`config.mk`:
```
export PLATFORM = sky130hd
export DESIGN_NAME = bit_packed_record_parser_top_flat
export DESIGN_NICKNAME = d
export VERILOG_FILES = /design/src/sv/bprp_pkg.sv /design/src/sv/bprp_if.sv /design/src/sv/bprp_ctrl.sv /design/src/sv/bprp_dp.sv /design/src/sv/bit_packed_record_parser_top.sv /design/src/flat_wrapper.sv
export SDC_FILE = /design/constraint.sdc
export NUM_CORES = 1
export LEC_CHECK = 0
export BUFFER_PORTS_ARGS = -buffer_cell sky130_fd_sc_hd__buf_2
export CAP_MARGIN = 20
export CORE_UTILIZATION = 61
export DETAILED_ROUTE_END_ITERATION = 12
export PLACE_DENSITY = 0.9
export SKIP_LAST_GASP = 1
export SLEW_MARGIN = 10
export SYNTH_ARGS = -nofsm -noshare
export SYNTH_HDL_FRONTEND = slang
export SYNTH_SLANG_ARGS = --single-unit
```
`constraint.sdc`:
```
create_clock -name clk_i -period 5.85 [get_ports clk_i]
set_input_delay 0.585 -clock clk_i [delete_from_list [all_inputs] [get_ports clk_i]]
set_output_delay 0.585 -clock clk_i [all_outputs]
set_load 0.05 [all_outputs]
```
`src/sv/bprp_pkg.sv`:
```
// Package for the bit-packed record parser: types, codes and record layout functions.
// Used by the controller, the datapath, the top level, the checker and the testbench.
package bprp_pkg;

  localparam int MaxFieldBitsDef = 31;
  localparam logic [4:0] IdEmpty = 5'd18;

  typedef enum logic [1:0] {
    KIND_RECT   = 2'd0,
    KIND_MATRIX = 2'd1,
    KIND_CX     = 2'd2,
    KIND_CXA    = 2'd3
  } kind_e;

  typedef enum logic [2:0] {
    IT_NONE,
    IT_FLAG,
    IT_PFX5,
    IT_PFX4,
    IT_FIELD
  } item_e;

  typedef enum logic [1:0] {
    S_IDLE,
    S_BIT,
    S_ZERO
  } state_e;

  typedef struct packed {
    logic load;
    logic bit_step;
    logic zero_step;
  } cmd_t;

  typedef struct packed {
    logic bit_ended;
    logic bit_zero;
    logic zero_ended;
    logic zero_zero;
    logic last_bit;
    logic bits_done;
    logic slot_free;
  } sts_t;

  typedef struct packed {
    logic       ended;
    logic [4:0] step;
  } next_t;

  function automatic logic [4:0] last_step(input logic [1:0] kind);
    return (kind == KIND_RECT) ? 5'd4 : 5'd10;
  endfunction

  function automatic item_e item_type(input logic [1:0] kind, input logic [4:0] s,
                                      input logic [1:0] flags);
    item_e t;
    t = IT_NONE;
    if (kind == KIND_RECT) begin
      if (s == 5'd0) t = IT_PFX5;
      else if (s <= 5'd4) t = IT_FIELD;
    end else if (kind == KIND_MATRIX) begin
      if (s == 5'd0 || s == 5'd4) t = IT_FLAG;
      else if (s == 5'd1) t = flags[0] ? IT_PFX5 : IT_NONE;
      else if (s == 5'd2 || s == 5'd3) t = flags[0] ? IT_FIELD : IT_NONE;
      else if (s == 5'd5) t = flags[1] ? IT_PFX5 : IT_NONE;
      else if (s == 5'd6 || s == 5'd7) t = flags[1] ? IT_FIELD : IT_NONE;
      else if (s == 5'd8) t = IT_PFX5;
      else if (s == 5'd9 || s == 5'd10) t = IT_FIELD;
    end else begin
      if (s == 5'd0 || s == 5'd1) t = IT_FLAG;
      else if (s == 5'd2) t = IT_PFX4;
      else if (s >= 5'd3 && s <= 5'd6) begin
        if (flags[1] && !(s == 5'd6 && kind != KIND_CXA)) t = IT_FIELD;
      end else if (s >= 5'd7 && s <= 5'd10) begin
        if (flags[0] && !(s == 5'd10 && kind != KIND_CXA)) t = IT_FIELD;
      end
    end
    return t;
  endfunction

  function automatic logic [4:0] item_id(input logic [1:0] kind, input logic [4:0] s);
    logic [4:0] id;
    id = 5'd0;
    if (kind == KIND_RECT) id = s - 5'd1;
    else if (kind == KIND_MATRIX) begin
      if (s == 5'd2 || s == 5'd3) id = s + 5'd2;
      else if (s == 5'd6 || s == 5'd7) id = s;
      else id = s - 5'd1;
    end else begin
      if (s <= 5'd6) id = s + 5'd7;
      else id = s + 5'd7;
    end
    return id;
  endfunction

  function automatic next_t next_step(input logic [1:0] kind, input logic [4:0] s,
                                      input logic [1:0] flags);
    next_t n;
    logic found;
    found = 1'b0;
    n.ended = 1'b1;
    n.step = last_step(kind) + 5'd1;
    for (int i = 1; i <= 10; i++) begin
      if (!found && 5'(i) > s && 5'(i) <= last_step(kind) &&
          item_type(kind, 5'(i), flags) != IT_NONE) begin
        found = 1'b1;
        n.ended = 1'b0;
        n.step = 5'(i);
      end
    end
    return n;
  endfunction

endpackage

```
`src/sv/bprp_if.sv`:
```
// Valid/ready channel interfaces for the record bytes and the parsed fields.
// Depends on nothing.
interface bprp_in_if;
  logic       valid;
  logic       ready;
  logic [7:0] data_byte;
  logic [1:0] op;
  modport source (output valid, data_byte, op, input ready);
  modport sink (input valid, data_byte, op, output ready);
endinterface

interface bprp_out_if;
  logic               valid;
  logic               ready;
  logic        [4:0]  field_id;
  logic signed [31:0] field_value;
  logic               last_field;
  modport source (output valid, field_id, field_value, last_field, input ready);
  modport sink (input valid, field_id, field_value, last_field, output ready);
endinterface

```
`src/sv/bprp_ctrl.sv`:
```
// Controller state machine of the record parser: sequences bit and zero-width steps.
// Depends on bprp_pkg.
module bprp_ctrl
  import bprp_pkg::*;
(
  input  logic clk_i,
  input  logic rst_ni,
  input  logic in_valid_i,
  output logic in_ready_o,
  input  sts_t sts_i,
  output cmd_t cmd_o
);

  state_e state_q, state_d;

  always_ff @(posedge clk_i or negedge rst_ni) begin
    if (!rst_ni) begin
      state_q <= S_IDLE;
    end else begin
      state_q <= state_d;
    end
  end

  always_comb begin
    state_d = state_q;
    cmd_o = '0;
    in_ready_o = 1'b0;
    unique case (state_q)
      S_IDLE: begin
        in_ready_o = 1'b1;
        if (in_valid_i) begin
          cmd_o.load = 1'b1;
          state_d = S_BIT;
        end
      end
      S_BIT: begin
        if (sts_i.slot_free) begin
          cmd_o.bit_step = 1'b1;
          if (sts_i.bit_ended) state_d = S_IDLE;
          else if (sts_i.bit_zero) state_d = S_ZERO;
          else if (sts_i.last_bit) state_d = S_IDLE;
        end
      end
      S_ZERO: begin
        if (sts_i.slot_free) begin
          cmd_o.zero_step = 1'b1;
          if (sts_i.zero_ended) state_d = S_IDLE;
          else if (!sts_i.zero_zero) state_d = sts_i.bits_done ? S_IDLE : S_BIT;
        end
      end
      default: state_d = S_IDLE;
    endcase
  end

endmodule

```
`src/sv/bprp_dp.sv`:
```
// Datapath of the record parser: record state, bit accumulator and output register.
// Depends on bprp_pkg.
module bprp_dp
  import bprp_pkg::*;
#(
  parameter int MAX_FIELD_BITS = MaxFieldBitsDef
) (
  input  logic               clk_i,
  input  logic               rst_ni,
  input  cmd_t               cmd_i,
  output sts_t               sts_o,
  input  logic [7:0]         data_byte_i,
  input  logic [1:0]         op_i,
  output logic               out_valid_o,
  input  logic               out_ready_i,
  output logic [4:0]         field_id_o,
  output logic signed [31:0] field_value_o,
  output logic               last_field_o
);

  localparam logic [5:0] MaxW = 6'(MAX_FIELD_BITS);

  logic        in_rec_q, in_rec_d;
  logic [1:0]  kind_q, kind_d;
  logic [4:0]  step_q, step_d;
  logic [4:0]  width_q, width_d;
  logic [1:0]  flags_q, flags_d;
  logic [31:0] acc_q, acc_d;
  logic [4:0]  cnt_q, cnt_d;
  logic [7:0]  byte_q, byte_d;
  logic [3:0]  left_q, left_d;
  logic        ov_q, ov_d;
  logic [4:0]  oid_q, oid_d;
  logic [31:0] oval_q, oval_d;
  logic        olast_q, olast_d;

  item_e       cur_t;
  logic [31:0] acc_n;
  logic [4:0]  cnt_n;
  logic [4:0]  len;
  logic        done;
  logic [1:0]  flags_n;
  logic [4:0]  width_n;
  logic [4:0]  pfx;
  next_t       nb, nz;
  logic [31:0] sext;
  logic [5:0]  nwidth;

  always_comb begin
    cur_t = item_type(kind_q, step_q, flags_q);
    acc_n = {acc_q[30:0], byte_q[7]};
    cnt_n = cnt_q + 5'd1;
    unique case (cur_t)
      IT_FLAG: len = 5'd1;
      IT_PFX5: len = 5'd5;
      IT_PFX4: len = 5'd4;
      default: len = width_q;
    endcase
    done = cnt_n >= len;
    flags_n = flags_q;
    width_n = width_q;
    pfx = (cur_t == IT_PFX5) ? acc_n[4:0] : {1'b0, acc_n[3:0]};
    if (cur_t == IT_FLAG) begin
      if (step_q == 5'd0) flags_n[0] = flags_q[0] | acc_n[0];
      else flags_n[1] = flags_q[1] | acc_n[0];
    end else if (cur_t == IT_PFX5 || cur_t == IT_PFX4) begin
      width_n = ({1'b0, pfx} > MaxW) ? MaxW[4:0] : pfx;
    end
    nb = next_step(kind_q, step_q, flags_n);
    nz = next_step(kind_q, step_q, flags_q);
    nwidth = 6'd32 - {1'b0, width_q};
    sext = acc_n;
    if (width_q != 5'd0 && acc_n[width_q - 5'd1]) sext = acc_n | (32'hFFFF_FFFF << width_q);

    sts_o.bit_ended  = done && nb.ended;
    sts_o.bit_zero   = done && !nb.ended && width_n == 5'd0 &&
                       item_type(kind_q, nb.step, flags_n) == IT_FIELD;
    sts_o.zero_ended = nz.ended;
    sts_o.zero_zero  = !nz.ended && width_q == 5'd0 &&
                       item_type(kind_q, nz.step, flags_q) == IT_FIELD;
    sts_o.last_bit   = left_q == 4'd1;
    sts_o.bits_done  = left_q == 4'd0;
    sts_o.slot_free  = !ov_q || out_ready_i;
  end

  always_comb begin
    in_rec_d = in_rec_q;
    kind_d = kind_q;
    step_d = step_q;
    width_d = width_q;
    flags_d = flags_q;
    acc_d = acc_q;
    cnt_d = cnt_q;
    byte_d = byte_q;
    left_d = left_q;
    ov_d = ov_q && !out_ready_i;
    oid_d = oid_q;
    oval_d = oval_q;
    olast_d = olast_q;
    if (cmd_i.load) begin
      byte_d = data_byte_i;
      left_d = 4'd8;
      if (!in_rec_q) begin
        in_rec_d = 1'b1;
        kind_d = op_i;
        step_d = '0;
        width_d = '0;
        flags_d = '0;
        acc_d = '0;
        cnt_d = '0;
      end
    end
    if (cmd_i.bit_step) begin
      byte_d = {byte_q[6:0], 1'b0};
      left_d = left_q - 4'd1;
      acc_d = acc_n;
      cnt_d = cnt_n;
      if (done) begin
        acc_d = '0;
        cnt_d = '0;
        flags_d = flags_n;
        width_d = width_n;
        step_d = nb.step;
        if (nb.ended) in_rec_d = 1'b0;
        if (cur_t == IT_FIELD) begin
          ov_d = 1'b1;
          oid_d = item_id(kind_q, step_q);
          oval_d = (nwidth == 6'd0) ? acc_n : sext;
          olast_d = nb.ended;
        end else if (nb.ended) begin
          ov_d = 1'b1;
          oid_d = IdEmpty;
          oval_d = '0;
          olast_d = 1'b1;
        end
      end
    end
    if (cmd_i.zero_step) begin
      step_d = nz.step;
      if (nz.ended) in_rec_d = 1'b0;
      ov_d = 1'b1;
      oid_d = item_id(kind_q, step_q);
      oval_d = '0;
      olast_d = nz.ended;
    end
  end

  always_ff @(posedge clk_i or negedge rst_ni) begin
    if (!rst_ni) begin
      in_rec_q <= 1'b0;
      kind_q <= '0;
      step_q <= '0;
      width_q <= '0;
      flags_q <= '0;
      acc_q <= '0;
      cnt_q <= '0;
      left_q <= '0;
      ov_q <= 1'b0;
    end else begin
      in_rec_q <= in_rec_d;
      kind_q <= kind_d;
      step_q <= step_d;
      width_q <= width_d;
      flags_q <= flags_d;
      acc_q <= acc_d;
      cnt_q <= cnt_d;
      left_q <= left_d;
      ov_q <= ov_d;
    end
  end

  always_ff @(posedge clk_i) begin
    byte_q <= byte_d;
    oid_q <= oid_d;
    oval_q <= oval_d;
    olast_q <= olast_d;
  end

  assign out_valid_o = ov_q;
  assign field_id_o = oid_q;
  assign field_value_o = oval_q;
  assign last_field_o = olast_q;

endmodule

```
`src/sv/bit_packed_record_parser_top.sv`:
```
// Bit-packed record parser top level. A byte is accepted in the idle state, then handled
// one bit per cycle up to the bit that ends the record, with a separate step for each
// zero-width field. A full output register stalls this bit-serial loop.
// Fields appear in the cycle after the bit that closes them. Reset clears all record state.
module bit_packed_record_parser_top
  import bprp_pkg::*;
#(
  parameter int MAX_FIELD_BITS = MaxFieldBitsDef
) (
  input logic           clk_i,
  input logic           rst_ni,
  bprp_in_if.sink       in_i,
  bprp_out_if.source    out_o
);

  cmd_t cmd;
  sts_t sts;

  bprp_ctrl u_ctrl (
    .clk_i      (clk_i),
    .rst_ni     (rst_ni),
    .in_valid_i (in_i.valid),
    .in_ready_o (in_i.ready),
    .sts_i      (sts),
    .cmd_o      (cmd)
  );

  bprp_dp #(.MAX_FIELD_BITS(MAX_FIELD_BITS)) u_dp (
    .clk_i         (clk_i),
    .rst_ni        (rst_ni),
    .cmd_i         (cmd),
    .sts_o         (sts),
    .data_byte_i   (in_i.data_byte),
    .op_i          (in_i.op),
    .out_valid_o   (out_o.valid),
    .out_ready_i   (out_o.ready),
    .field_id_o    (out_o.field_id),
    .field_value_o (out_o.field_value),
    .last_field_o  (out_o.last_field)
  );

endmodule

```
`src/flat_wrapper.sv`:
```
// flat-port wrapper written by rule: the top's interface ports become plain ports
module bit_packed_record_parser_top_flat import bprp_pkg::*;
#(
  parameter int MAX_FIELD_BITS = MaxFieldBitsDef
)
  (clk_i, rst_ni, in_i_valid, in_i_data_byte, in_i_op, in_i_ready, out_o_valid, out_o_field_id, out_o_field_value, out_o_last_field, out_o_ready);
  bprp_in_if in_i_i ();
  bprp_out_if out_o_i ();
  input logic clk_i;
  input logic rst_ni;
  input wire logic [$bits(in_i_i.valid)-1:0] in_i_valid;
  input wire logic [$bits(in_i_i.data_byte)-1:0] in_i_data_byte;
  input wire logic [$bits(in_i_i.op)-1:0] in_i_op;
  output wire logic [$bits(in_i_i.ready)-1:0] in_i_ready;
  output wire logic [$bits(out_o_i.valid)-1:0] out_o_valid;
  output wire logic [$bits(out_o_i.field_id)-1:0] out_o_field_id;
  output wire logic [$bits(out_o_i.field_value)-1:0] out_o_field_value;
  output wire logic [$bits(out_o_i.last_field)-1:0] out_o_last_field;
  input wire logic [$bits(out_o_i.ready)-1:0] out_o_ready;
  assign in_i_i.valid = in_i_valid;
  assign in_i_i.data_byte = in_i_data_byte;
  assign in_i_i.op = in_i_op;
  assign in_i_ready = in_i_i.ready;
  assign out_o_valid = out_o_i.valid;
  assign out_o_field_id = out_o_i.field_id;
  assign out_o_field_value = out_o_i.field_value;
  assign out_o_last_field = out_o_i.last_field;
  assign out_o_i.ready = out_o_ready;
  bit_packed_record_parser_top #(.MAX_FIELD_BITS(MAX_FIELD_BITS)) u_core (.clk_i(clk_i), .rst_ni(rst_ni), .in_i(in_i_i), .out_o(out_o_i));
endmodule
```
==> impl_metrics.tcl <==
set metrics [dict create \
    setup_viol 0 \
    path_common_cell "a21o_1" \
    antenna_left 0 \
    ys_types 89 \
    ys_seq_elements 104 \
    final_common_cell "nand2_1" \
    clock_path_buffers 2 \
    area_growth_pct 7.510 \
    crit_type "register to register" \
    cts_resized 0 \
    path_cells "inv_1, ha_1, nor4b_4, nor2_2, or2_2, nor2_1, o21ai_0, o21ai_0, ha_1, nand2b_1, a21o_1, a21o_1, a21o_1, a21o_1, and2_1, o21ai_1, and2_1, buf_4, nand2_1, o21ai_0" \
    grt_pass1_wl_mm 29.26 \
    drtIter0Drc 613 \
    slowest_delay_ns 0.55 \
    synth-seq-area-share_pct 38.91 \
    endpoint_kind "register" \
    grt_overflow 0 \
    yosysWarnings 0 \
    antenna_found_initial 0 \
    cts_made_buffers 9 \
    worst_slew_pin_slew_ns 1.003 \
    timing.fmax_ghz 0.2008 \
    vias 6012 \
    grt_pass1_vias 5705 \
    ios 54 \
    finalWirelength_mm 18.26 \
    synth_area_mm2 0.006431 \
    cts_setup_buffers 0 \
    synthFlopType "dfrtp_1" \
    fin_setup_tns_ns 0 \
    slew_headroom_pct 32.65 \
    port_buffers 53 \
    grt_usage_pct 33.80 \
    first_pass_iters 5 \
    root_buffer "clkbuf_8" \
    placementRows 37 \
    r2r_cells 20 \
    cts_hold_buf 0 \
    layout_common_cells "nand2_1, dfrtp_1, nor2_1, buf_2, a21oi_1" \
    grt_max_degree 59 \
    start_util_pct 62.58 \
    max_cap_viol_count 0 \
    fin_crit_sh_pct 85.12 \
    async_flop_share_pct 55.77 \
    avgSynthCellArea_um2 9.058 \
    period_needed_ns 4.979 \
    die-area_mm2 0.01096 \
    synth_nets 748 \
    hold_class "input port to async pin" \
    die_h_um 104.7 \
    dp_hpwl_mm 13.14 \
    viasPerCell 6.832 \
    fin_nets 777 \
    clock_latency_ns 0.38 \
    cts_tree "done" \
    wl_per_cell_um 20.75 \
    crit_fanout 31 \
    multi_input_area_mm2 0.003651 \
    status "complete, no violations" \
    rsz0062_at_grt "false" \
    antennaDiodeCount 0 \
    fillerInstances 839 \
    clkSlewWorstSetupHoldPaths_ns 0.10 \
    netlist_instances 710 \
    critPathRequiredTime_ns 6.15 \
    drv_slew 0 \
    worst_path_max_delay_cell "dfrtp_1" \
    drive_gt1_share_pct 16.13 \
    cts_sinks 104 \
    final_hold_viol_count 0 \
    drc 0 \
    cp.arrival_ns 5.28 \
    fin_skew_ns 0.01877 \
    core_area_mm2 0.01028 \
    gp_congestion 0.9931 \
    die_w_um 104.7 \
    htree_levels 3 \
    regArea_mm2 0.002502 \
    cp-start-kind "register" \
    synth-edff-count 13 \
]
-- registers in the layout (all words and copies together), names as in the netlist, 2 cells and up --
register,count
u_core.u_dp.acc_q,31
u_core.u_dp.kind_q,2
u_core.u_dp.cnt_q,5
u_core.u_dp.left_q,4
u_core.u_dp.width_q,5
u_core.u_dp.byte_q,8
u_core.u_dp.flags_q,2
u_core.u_dp.step_q,5
u_core.u_dp.field_id_o,5
u_core.u_ctrl.state_q,2
u_core.u_dp.field_value_o,32
-- cell families (layout without fill, tap and decap cells) --
kind of cell	Yosys count	after routing	synth area share [%]
AO/OA/AOI/OAI	244	244	27.47
XOR/XNOR	10	10	1.362
adder cells (fa/ha/maj)	24	24	4.669
buffers and inverters	66	100	4.397
flip-flops	104	104	38.91
multiplexers	13	13	3.794
AND/OR/NAND/NOR	249	249	19.40
-- critical path, delay by kind of cell (launching register included) --
kind	cells	cell delay, ns
AOI/OAI and AO/OA	8	1.20
buffers and inverters	2	0.57
DFF	1	0.55
and+or+nand+nor	8	1.98
adders and majority gates	2	0.60
-- path summary, 6_finish.rpt --
kind                                                    start                             to  slack [ns]
worst max-delay path                    u_core.u_dp.step_q[1]  u_core.u_dp.field_value_o[21]        0.87
worst min-delay path                                   rst_ni          u_core.u_dp.acc_q[21]        0.34
worst max register to register          u_core.u_dp.step_q[1]  u_core.u_dp.field_value_o[21]        0.87
worst min register to register  u_core.u_dp.field_value_o[24]  u_core.u_dp.field_value_o[24]        0.45
max in group asynchronous                              rst_ni          u_core.u_dp.step_q[3]        4.99
min in group clk_i                          in_i_data_byte[0]          u_core.u_dp.byte_q[0]        0.41
-- layout make-up --
| class | count | area share [%] |
|---|---|---|
| clock buffer | 11 | 2.045 |
| clock inverter | 5 | 0.5429 |
| timing repair buffer | 61 | 4.705 |
| sequential | 104 | 36.19 |
| inverter | 23 | 1.249 |
| tap | 136 | 2.461 |
| multi-input combinational | 540 | 52.80 |
-- through the flow --
step           hold WS (ns)  area, um^2  util [%]  setup slack (ns)  instances
3_5_place_dp         0.4373        6735     65.53            0.9622        864
3_3_place_gp         0.4296        6735     65.53             1.246        864
4_1_cts              0.3716        6914     67.28            0.9189        880
6_report             0.3447        6914     67.28            0.8707        880
2_1_floorplan        0.2894        6431         -             1.173        710
5_1_grt              0.4026        6914     67.28            0.4874        880
-- Yosys cell counts (6+ instances only) --
cell      number  area share [%]
nand2_1       85             5.0
dfrtp_1       58              23
nor2_1        55             3.2
a21oi_1       48             3.7
o21ai_0       47             3.7
a22o_1        44             6.0
dfxtp_1       33              10
clkbuf_1      26             1.5
ha_1          24             4.7
inv_1         21             1.2
nand2b_1      20             1.9
nor3_1        19             1.5
nand3_1       15             1.2
edfxtp_1      13             6.1
a211oi_1      12             1.4
a31oi_1       11             1.1
and2_1        11             1.1
buf_2         11            0.86
o21ai_1       10            0.78
mux4_2         9             3.2
xnor2_1        8             1.1
a21o_1         7            0.82
a221oi_1       7            0.95
o31ai_1        7            0.82
nor2b_1        6            0.58
or3_1          6            0.58
-- layer usage --
| layer | share of wire [%] | track usage [%] | vias up |
|---|---|---|---|
| li1 | - | - | 2688 |
| met1 | 40 | 43.37 | 2841 |
| met2 | 46 | 53.45 | 396 |
| met3 | 9.2 | 7.361 | 87 |
| met4 | 4.8 | 18.11 | 0 |
| met5 | 0 | 0 | - |
Power is left out: the tool's default activity adds up to more than one toggle a clock period on the data nets, which glitch-free logic cannot reach.
